===== config.mk =====
export PLATFORM = sky130hd
export DESIGN_NAME = awrd_ctrl
export DESIGN_NICKNAME = d
export VERILOG_FILES = /design/src/rtl/core/awrd_pkg.sv /design/src/rtl/core/awrd_ctrl.sv
export SDC_FILE = /design/constraint.sdc
export NUM_CORES = 1
export LEC_CHECK = 0
export BUFFER_PORTS_ARGS = -buffer_cell sky130_fd_sc_hd__buf_2
export CAP_MARGIN = 20
export CORE_MARGIN = 2
export CORE_UTILIZATION = 45
export CTS_CLUSTER_DIAMETER = 30
export DETAILED_ROUTE_END_ITERATION = 16
export PLACE_DENSITY = 0.83
export SKIP_LAST_GASP = 1
export SLEW_MARGIN = 10
export SYNTH_ARGS = -nofsm -noshare
export SYNTH_HDL_FRONTEND = slang
export SYNTH_SLANG_ARGS = --single-unit

===== constraint.sdc =====
create_clock -name clk -period 2.7 [get_ports clk]
set_input_delay 0.405 -clock clk [delete_from_list [all_inputs] [get_ports clk]]
set_output_delay 0.405 -clock clk [all_outputs]
set_load 0.01 [all_outputs]

===== src/rtl/core/awrd_pkg.sv =====
package awrd_pkg;

    // Fixed field widths
    localparam int CFG_W             = 13;
    localparam int CFG_IDX_W         = 2;
    localparam int COLOR_W           = 8;
    localparam int POS_OUT_W         = 12;
    localparam int MAX_DIMENSION_DEF = 4096;

    // Configuration register indexes
    typedef enum logic [CFG_IDX_W-1:0] {
        CFG_SOURCE_WIDTH  = 2'd0,
        CFG_SOURCE_HEIGHT = 2'd1,
        CFG_TARGET_WIDTH  = 2'd2,
        CFG_TARGET_HEIGHT = 2'd3
    } cfg_idx_t;

    // Source pixel
    typedef struct packed {
        logic [COLOR_W-1:0] in_red;
        logic [COLOR_W-1:0] in_green;
        logic [COLOR_W-1:0] in_blue;
    } in_t;

    // Finished target pixel
    typedef struct packed {
        logic [COLOR_W-1:0]   out_red;
        logic [COLOR_W-1:0]   out_green;
        logic [COLOR_W-1:0]   out_blue;
        logic [POS_OUT_W-1:0] out_column;
        logic [POS_OUT_W-1:0] out_row;
        logic                 frame_done;
    } out_t;

    // Controller to datapath
    typedef struct packed {
        logic clr_step;
        logic take;
        logic split;
        logic ent_rd;
        logic ent_next;
        logic mac;
        logic rs_mul;
        logic rs_start;
        logic rs_set;
        logic avg_start;
        logic out_load;
    } cmd_t;

    // Datapath to controller
    typedef struct packed {
        logic clr_last;
        logic rs_pending;
        logic ent_live;
        logic ent_last;
        logic emit;
        logic rs_done;
        logic avg_done;
        logic out_free;
    } sts_t;

endpackage


===== src/rtl/core/awrd_ctrl.sv =====
module awrd_ctrl (
    input  logic          clk,
    input  logic          rst_n,
    input  logic          src_valid,
    output logic          src_stall,
    input  awrd_pkg::sts_t sts,
    output awrd_pkg::cmd_t cmd
);

    import awrd_pkg::*;

    typedef enum logic [10:0] {
        S_CLEAR  = 11'b00000000001,
        S_IDLE   = 11'b00000000010,
        S_RS_MUL = 11'b00000000100,
        S_RS_GO  = 11'b00000001000,
        S_RS_DIV = 11'b00000010000,
        S_SPLIT  = 11'b00000100000,
        S_ENT    = 11'b00001000000,
        S_MAC    = 11'b00010000000,
        S_FIN    = 11'b00100000000,
        S_DIV    = 11'b01000000000,
        S_OUT    = 11'b10000000000
    } state_t;

    state_t state_reg, state_next;

    // Input is open only when idle and the position trackers are in step
    assign src_stall = !((state_reg == S_IDLE) && !sts.rs_pending);

    always_comb
    begin
        state_next = state_reg;
        cmd        = '0;
        case (state_reg)
            S_CLEAR:
            begin
                cmd.clr_step = 1'b1;
                if (sts.clr_last)
                begin
                    state_next = S_IDLE;
                end
            end
            S_IDLE:
            begin
                if (sts.rs_pending)
                begin
                    state_next = S_RS_MUL;
                end
                else if (src_valid)
                begin
                    cmd.take   = 1'b1;
                    state_next = S_SPLIT;
                end
            end
            S_RS_MUL:
            begin
                cmd.rs_mul = 1'b1;
                state_next = S_RS_GO;
            end
            S_RS_GO:
            begin
                cmd.rs_start = 1'b1;
                state_next   = S_RS_DIV;
            end
            S_RS_DIV:
            begin
                if (sts.rs_done)
                begin
                    cmd.rs_set = 1'b1;
                    state_next = S_IDLE;
                end
            end
            S_SPLIT:
            begin
                cmd.split  = 1'b1;
                state_next = S_ENT;
            end
            // Walk the four overlap entries, skipping empty ones
            S_ENT:
            begin
                if (sts.ent_live)
                begin
                    cmd.ent_rd = 1'b1;
                    state_next = S_MAC;
                end
                else if (sts.ent_last)
                begin
                    state_next = S_FIN;
                end
                else
                begin
                    cmd.ent_next = 1'b1;
                end
            end
            S_MAC:
            begin
                cmd.mac = 1'b1;
                if (sts.ent_last)
                begin
                    state_next = S_FIN;
                end
                else
                begin
                    cmd.ent_next = 1'b1;
                    state_next   = S_ENT;
                end
            end
            S_FIN:
            begin
                if (sts.emit)
                begin
                    cmd.avg_start = 1'b1;
                    state_next    = S_DIV;
                end
                else
                begin
                    state_next = S_IDLE;
                end
            end
            S_DIV:
            begin
                if (sts.avg_done)
                begin
                    state_next = S_OUT;
                end
            end
            S_OUT:
            begin
                if (sts.out_free)
                begin
                    cmd.out_load = 1'b1;
                    state_next   = S_IDLE;
                end
            end
            default:
            begin
                state_next = S_IDLE;
            end
        endcase
    end

    always_ff @(posedge clk or negedge rst_n)
    begin
        if (!rst_n)
        begin
            state_reg <= S_CLEAR;
        end
        else
        begin
            state_reg <= state_next;
        end
    end

endmodule


==> results of run 1 <==
layer usage:
layer  vias to the layer above  GRT usage  wire, um
li1                        381          -         -
met1                       366     0.2632       834
met2                        37     0.3200       900
met3                         9    0.02400       108
met5                         -          0         0
met4                         0     0.1059        56
placed cells by master, fill, tap and decap left out, types with 3 or more instances in the layout:
cell type,synthesis,layout
nand2b_1,5,5
nor3_1,8,7
nor4_1,6,6
inv_1,3,3
nand2_1,3,3
nand3b_1,3,3
dfrtp_1,10,10
clkbuf_4,0,3
nor2b_1,6,6
and4b_1,3,3
nor2_1,8,8
buf_2,0,22
layout make-up:
class,instances,area (um^2)
fill,143,620.6
multi-input combinational,70,461.7
sequential,11,276.5
timing repair buffer,24,125.1
clock buffer,4,26.28
tap,16,20.02
inverter,3,11.26
worst reg2reg max path: stages, from the launching register on:
cell     delay (ns)
dfrtp_1        0.45
or4_4          0.57
or3_4          0.40
o41ai_2        0.33
nor3_1         0.10
a31o_1         0.23
kinds of logic after synthesis:
| kind of cell | after synthesis | synth area share |
|---|---|---|
| AOI/OAI and AO/OA | 12 | 0.1279 |
| and+or+nand+nor | 56 | 0.4475 |
| buffers and inverters | 6 | 0.03935 |
| xor gates and xnor gates | 2 | 0.02296 |
| DFF | 11 | 0.3623 |
repair_timing:
action / CTS / global route
endpoints found under the setup margin: 0 / 2
setup buffers: 0 / 1
gates resized for setup: 0 / 1
metrics by stage:
step | instances | util
floorplan | 87 | -
global placement | 123 | 0.5722
detailed placement | 123 | 0.5722
CTS | 127 | 0.5893
global route | 128 | 0.5974
finish | 128 | 0.5974
worst max path at each step:
stage / start / endpoint / slack (ns) / cells after the start
floorplan: state_reg[7] / cmd[10] / 0.50 / 4
global placement: state_reg[9] / cmd[6] / 0.46 / 5
detailed placement: state_reg[5] / cmd[9] / 0.40 / 5
CTS: state_reg[5] / cmd[9] / 0.1 / 5
global route: state_reg[7] / cmd[10] / 0.01 / 4
finish: state_reg[5] / cmd[10] / 0.1 / 4
report_power, final:
part           switching, W  internal (W)  leakage (nW)
logic              0.000223      0.000192         0.308
clock network     0.0000654     0.0000574        0.0150
registers         0.0000665      0.000195         0.146
==> run metrics, run 1 <==
DP Area=882.1 um^2; fin crit share=0.9638; Netlist Area Pre-Place=763.2 um^2; final cell area excluding filler cells=920.9 um^2; TritonCTS clock tree=done; min cycle time layout=2.602 ns; Peak VDD IR=0.4733 mV; cts-stage hold buffer count=0; Synth Flop Type=dfrtp_1; Tot Pwr=0.0007998 W; pre-CTS setup slack=0.4024 ns; largest net degree at the start of global routing=12; crit-path max FO=9; most frequent cell after synthesis=dfrtp_1; flip-flop count of the largest register after layout=11; diodes inserted=0; hold crit path type=primary input to async pin; initial DRC count=33; Synth area leaders=dfrtp_1 33%, nor3_1 5.2%, nor2b_1 4.9%, nor4_1 4.9%, nand2b_1 4.1%; kind of start point of the critical path=flop; Critical Path End Type=output pin; pwr dens=868.5 mW/mm^2; PortBufs=22; vias in the first global route=674; Reg clk slew, reported paths=0.08 ns; clk sink count=11; hold slack=-0.02226 ns; syn_nets=98; Least-Margin Pin Slew=0.4561 ns; reg2reg setup slack=0.51 ns; PnR worst setup slack=0.09767 ns; Die ar.=0.002042 mm^2; WP data required=2.30 ns; reg2reg end=state_reg[10]; GRT Total Usage=0.2002; Max stage delay cell, worst path=or4_4; first-pass GRT wire length=2932 um; routed len/inst=14.84 um; die width=45.19 um; RR Startpoint=state_reg[5]; core area=0.001541 mm^2; root buf cell=clkbuf_4; CTS buffer count=3; area grow syn2layout=20.66%; Via Count=793; Synth top area share=0.3279; layout cell share with drive strength beyond 1=0.3036; Syn Inst Count=87; cells along the critical path=or4_4 -> or3_4 -> nor4_1 -> buf_2; Final Net Count=124; final setup violation count=0; Yosys reg bits=11; via-per-instance ratio=6.195; Synthesis Warnings=0; Max clock buf depth=2; Max Slew Vio Count=0; IO Pins=23; Hold Vio Cnt, Final=10; buffer and inverter count on the worst path=1; WL final=1900 um; Post-synth top cells=10 x dfrtp_1, 8 x nor2_1, 8 x nor3_1; H-tree depth=1; DP HPWL=1364 um; DR pass1 iterations=4; post-synthesis async set-or-reset flop share=1.000; post-route ant nets=0; gpl congestion=0.8684; Unique masters post-synth=33; Max-cap violations=0; leak pwr=0.4691 nW; Die H=45.19 um; GRT overflow=0; crit-path max cell delay=0.57 ns; crit path kind=flop to output pin; Synth area leader=dfrtp_1; slew margin rel.=0.6931; Clock Skew=0.006256 ns; fmax=384.3 MHz; antenna violations before repair=0; outcome=finished, violations left; syn_area_per_cell=8.773 um^2; number of flops mapped to enable cells by yosys=0; row count=14; FF-to-FF path depth=5; Seq/Total Area, Yosys=0.3623; RSZ-0062 raised after global routing=false; crit-path leading delay family=simple AND/OR/NAND/NOR gates; Final TNS setup=0 ns; Worst EP arrival=2.20 ns; Initial Utilization=0.4951; worst skew pair latency=0.28 ns; Post-route DRC=0; violated checks=hold timing
(Power assumes the default switching activity.)
==> run 2: changes to the inputs <==
Settings changed: MAX_ROUTING_LAYER set to met4, PLACE_DENSITY 0.83 to 0.7.
==> run metrics, run 2 (synthesis results as in run 1) <==
violated checks=hold timing; switching part of the total power=0.4309; fin crit share=0.9469; GRT Total Usage=0.2108; internal power=0.0004343 W; worst skew pair latency=0.27 ns; kind of start point of the critical path=flop; Least-Margin Pin Slew=0.5004 ns; TritonCTS clock tree=done; PnR worst setup slack=0.1433 ns; post-route ant nets=0; WP data required=2.30 ns; Worst EP arrival=2.15 ns; antenna violations before repair=0; CTS buffer count=3; clk sink count=11; WL final=1742 um; area grow syn2layout=20.33%; Max-cap violations=0; crit-path max FO=8; slew margin rel.=0.6633; grt met1 use=0.2711; RSZ-0062 raised after global routing=true; Reg clk slew, reported paths=0.07 ns; row count=14; Clock Skew=0.008606 ns; commonest non-fill, non-tap cells in the layout=22 x buf_2, 10 x dfrtp_1, 8 x nor2_1; hold crit path type=primary input to async pin; PortBufs=22; crit-path leading delay family=simple AND/OR/NAND/NOR gates; Die H=45.19 um; Clk pwr share=0.145; via-per-instance ratio=5.874; min cycle time layout=2.557 ns; leak pwr=0.4662 nW; flip-flop count of the largest register after layout=11; outcome=finished, violations left; pre-CTS setup slack=0.4116 ns; largest net degree at the start of global routing=12; vias in the first global route=672; diodes inserted=0; DP HPWL=1354 um; layout cell share with drive strength beyond 1=0.3063; initial DRC count=36; RR Startpoint=state_reg[4]; Initial Utilization=0.4951; crit path kind=flop to output pin; final setup violation count=0; IO Pins=23; Max clock buf depth=2; GRT overflow=0; fmax=391.1 MHz; Via Count=746; M2 GR Usage=0.3143; crit-path max cell delay=0.55 ns; die width=45.19 um; Max stage delay cell, worst path=or4_4; Switch Pwr=0.0003289 W; Peak VDD IR=0.4818 mV; crit path launch=state_reg[4]; met3 track demand over resource=0.06000; combinational fraction of design power=0.516; Hold Vio Cnt, Final=4; root buf cell=clkbuf_4; Die ar.=0.002042 mm^2; cells along the critical path=or4_4 -> or3_4 -> nor4_1 -> buf_2; H-tree depth=1; hold slack=-0.004482 ns; gpl congestion=0.8131; routed len/inst=13.72 um; DR pass1 iterations=4; Max Slew Vio Count=0; first-pass GRT wire length=2973 um; Post-route DRC=0; Final Non-Filler Cells=127; GR peak layer=met2; pwr dens=831.0 mW/mm^2; core area=0.001541 mm^2; Final Net Count=123; DP Cell Count=123; sequential power share=0.339; commonest non-fill, non-tap cell in the layout=buf_2; buffer and inverter count on the worst path=1; Critical Path End Type=output pin
==> run 2: cell types whose count changed in the layout (fill, tap and decap cells not counted), sizes merged <==
cell / change
buf: -1
==> run 2: cell type report <==
cell class                      instances  area (um^2)
Clock buffer                            4        26.28
Fill cell                             145        623.1
Inverter                                3        11.26
Multi-Input combinational cell         70        466.7
Sequential cell                        11        276.5
Tap cell                               16        20.02
Timing Repair Buffer                   23        117.6
==> run 2: stage by stage <==
step	setup TNS (ns)	hold WS (ns)	util	instance area (um^2)	total power (W)
after detailed placement	0	0.2950	0.5722	882.1	0.0006460
final	0	-0.004482	0.5958	918.4	0.0007632
after CTS	0	0.004722	0.5893	908.4	0.0007598
after global routing	-0.01591	0.009915	0.5958	918.4	0.0008349
after floorplan	0	0.1094	-	763.2	0.0005359
after global placement	0	0.2946	0.5722	882.1	0.0006379
==> run 2: worst reg2reg max path, cell delays in order, from the launching register on <==
cell and delay (ns):
dfrtp_1 0.46, or4_4 0.55, or3_4 0.40, o41ai_2 0.30, nor3_1 0.11, a31o_1 0.24
==> run 2: layer usage <==
layer | share of wire | vias to the layer above | wire length (um)
li1 | - | 376 | -
met1 | 0.45 | 343 | 788
met2 | 0.47 | 23 | 812
met3 | 0.060 | 4 | 105
met4 | 0.020 | 0 | 35
met5 | 0 | - | 0
==> run 2: timing repair <==
| action | in CTS | in global routing |
|---|---|---|
| hold buffers | 0 | 0 |
| gates resized for setup | 0 | 2 |
| setup buffers | 0 | 0 |
| setup endpoints to repair | 0 | 3 |
==> run 2: path summary, 6_finish.rpt <==
check | endpoint | slack (ns) | cells past startpoint
min reg2reg | state_reg[0] | 0.65 | 3
max | cmd[10] | 0.14 | 4
min in group clk | state_reg[0] | 0.26 | 2
max in group asynchronous | state_reg[0] | 2.44 | 1
min | state_reg[6] | -0.004 | 1
max reg2reg | state_reg[10] | 0.52 | 5
==> run 2: power by group through the flow <==
stage,registers (W),clock network (W),logic (W)
6_report,0.000259,0.000111,0.000393
3_5_place_dp,0.000260,0,0.000385
2_1_floorplan,0.000228,0,0.000308
3_3_place_gp,0.000259,0,0.000379
5_1_grt,0.000269,0.000126,0.000440
4_1_cts,0.000257,0.000115,0.000388
==> run 3: changes to the inputs <==
Settings changed: CORE_UTILIZATION 45 to 30, PLACE_DENSITY 0.7 to 0.5.
==> run metrics, run 3 (synthesis results as in run 1) <==
first-pass GRT wire length=3029 um; Final Net Count=127; Via Count=752; Post-route DRC=0; Least-Margin Pin Slew=0.4454 ns; DR pass1 iterations=4; root buf cell=clkbuf_4; reg2reg setup slack=0.51 ns; commonest non-fill, non-tap cells in the layout=22 x buf_2, 10 x dfrtp_1, 8 x nor2_1; post-route ant nets=0; area grow syn2layout=26.72%; Worst EP arrival=2.13 ns; kind of start point of the critical path=flop; Max-cap violations=0; final setup violation count=0; layout cell share with drive strength beyond 1=0.3304; Max clock buf depth=2; Die H=54.44 um; FF/Latch Area=276.5 um^2; clk sink count=11; RSZ-0062 raised after global routing=false; grt met1 use=0.2030; hold slack=-0.003788 ns; H-tree depth=1; CTS buffer count=3; antenna violations before repair=0; GR peak layer=met2; crit-path max FO=6; GRT overflow=0; vias in the first global route=635; Peak VDD IR=0.4647 mV; Max Slew Vio Count=0; pwr dens=863.2 mW/mm^2; DP HPWL=1469 um; fmax=395.0 MHz; crit path kind=flop to output pin; gpl congestion=0.8386; die width=54.44 um; commonest non-fill, non-tap cell in the layout=buf_2; Die ar.=0.002964 mm^2; GRT Total Usage=0.1519; area of the multi-input gates=467.9 um^2; via-per-instance ratio=5.186; largest net degree at the start of global routing=12; met3 track demand over resource=0.05738; fillcell total=275; initial DRC count=16; Final TNS setup=0 ns; worst skew pair latency=0.27 ns; Clock Skew=0.001894 ns; outcome=finished, violations left; M2 GR Usage=0.2088; WP data required=2.30 ns; WL final=1947 um; flip-flop count of the largest register after layout=11; routed len/inst=13.43 um; row count=18; violated checks=hold timing; Initial Utilization=0.3109; Hold Vio Cnt, Final=7; IO Pins=23; min cycle time layout=2.532 ns; fin crit share=0.9377; PortBufs=22; diodes inserted=0; Reg clk slew, reported paths=0.07 ns; core area=0.002455 mm^2; TritonCTS clock tree=done; leak pwr=0.4836 nW; Critical Path End Type=output pin; hold crit path type=primary input to async pin; slew margin rel.=0.7004
-- run 3: cell type report --
type / instances / share of cell area
clock buffers: 4 / 0.02717
multi-input cells: 70 / 0.4838
flip-flops and latches: 11 / 0.2859
inverters: 3 / 0.01164
well taps: 30 / 0.03881
repair buffers: 27 / 0.1527
-- run 3: stage by stage --
stage	util	std cells	power [W]	setup slack, ns	area, um^2
after floorplan	-	87	0.0005359	0.4955	763.2
after global placement	0.3665	137	0.0006536	0.4149	899.6
after detailed placement	0.3665	137	0.0006547	0.4200	899.6
after CTS	0.3772	141	0.0007762	0.1092	925.9
after global routing	0.3940	145	0.0009137	0.05287	967.2
final	0.3940	145	0.0008348	0.1681	967.2
-- run 3: what timing repair did --
action | in CTS | in global routing
buffers inserted | 0 | 4
hold buffers | 0 | 0
gates resized for setup | 0 | 2
setup endpoints to repair | 0 | 3
-- run 3: per-layer routing --
layer | routed length [um] | up-vias
met1 | 964 | 351
li1 | - | 383
met2 | 872 | 16
met4 | 18 | 0
met3 | 91 | 2
met5 | 0 | -
-- run 3: where the power goes --
group	internal, W	switching, W
sequential	0.000195	0.0000685
combinational	0.000228	0.000225
clock	0.0000573	0.0000602
-- run 3: worst max-delay path, stage by stage, from the launching register on --
cell	delay, ns
dfrtp_1	0.40
or2_2	0.36
nand3b_1	0.27
or3_1	0.44
nor3_1	0.22
buf_2	0.17
-- run 3: path summary, 6_finish.rpt --
kind,depth (start not counted),endpoint,start
setup / recovery,5,cmd[6],state_reg[9]
hold / removal,1,state_reg[6],rst_n
setup reg to reg,5,state_reg[10],state_reg[4]
hold reg to reg,3,state_reg[0],state_reg[0]
max in group asynchronous,1,state_reg[0],rst_n
min in group clk,2,state_reg[0],sts[7]
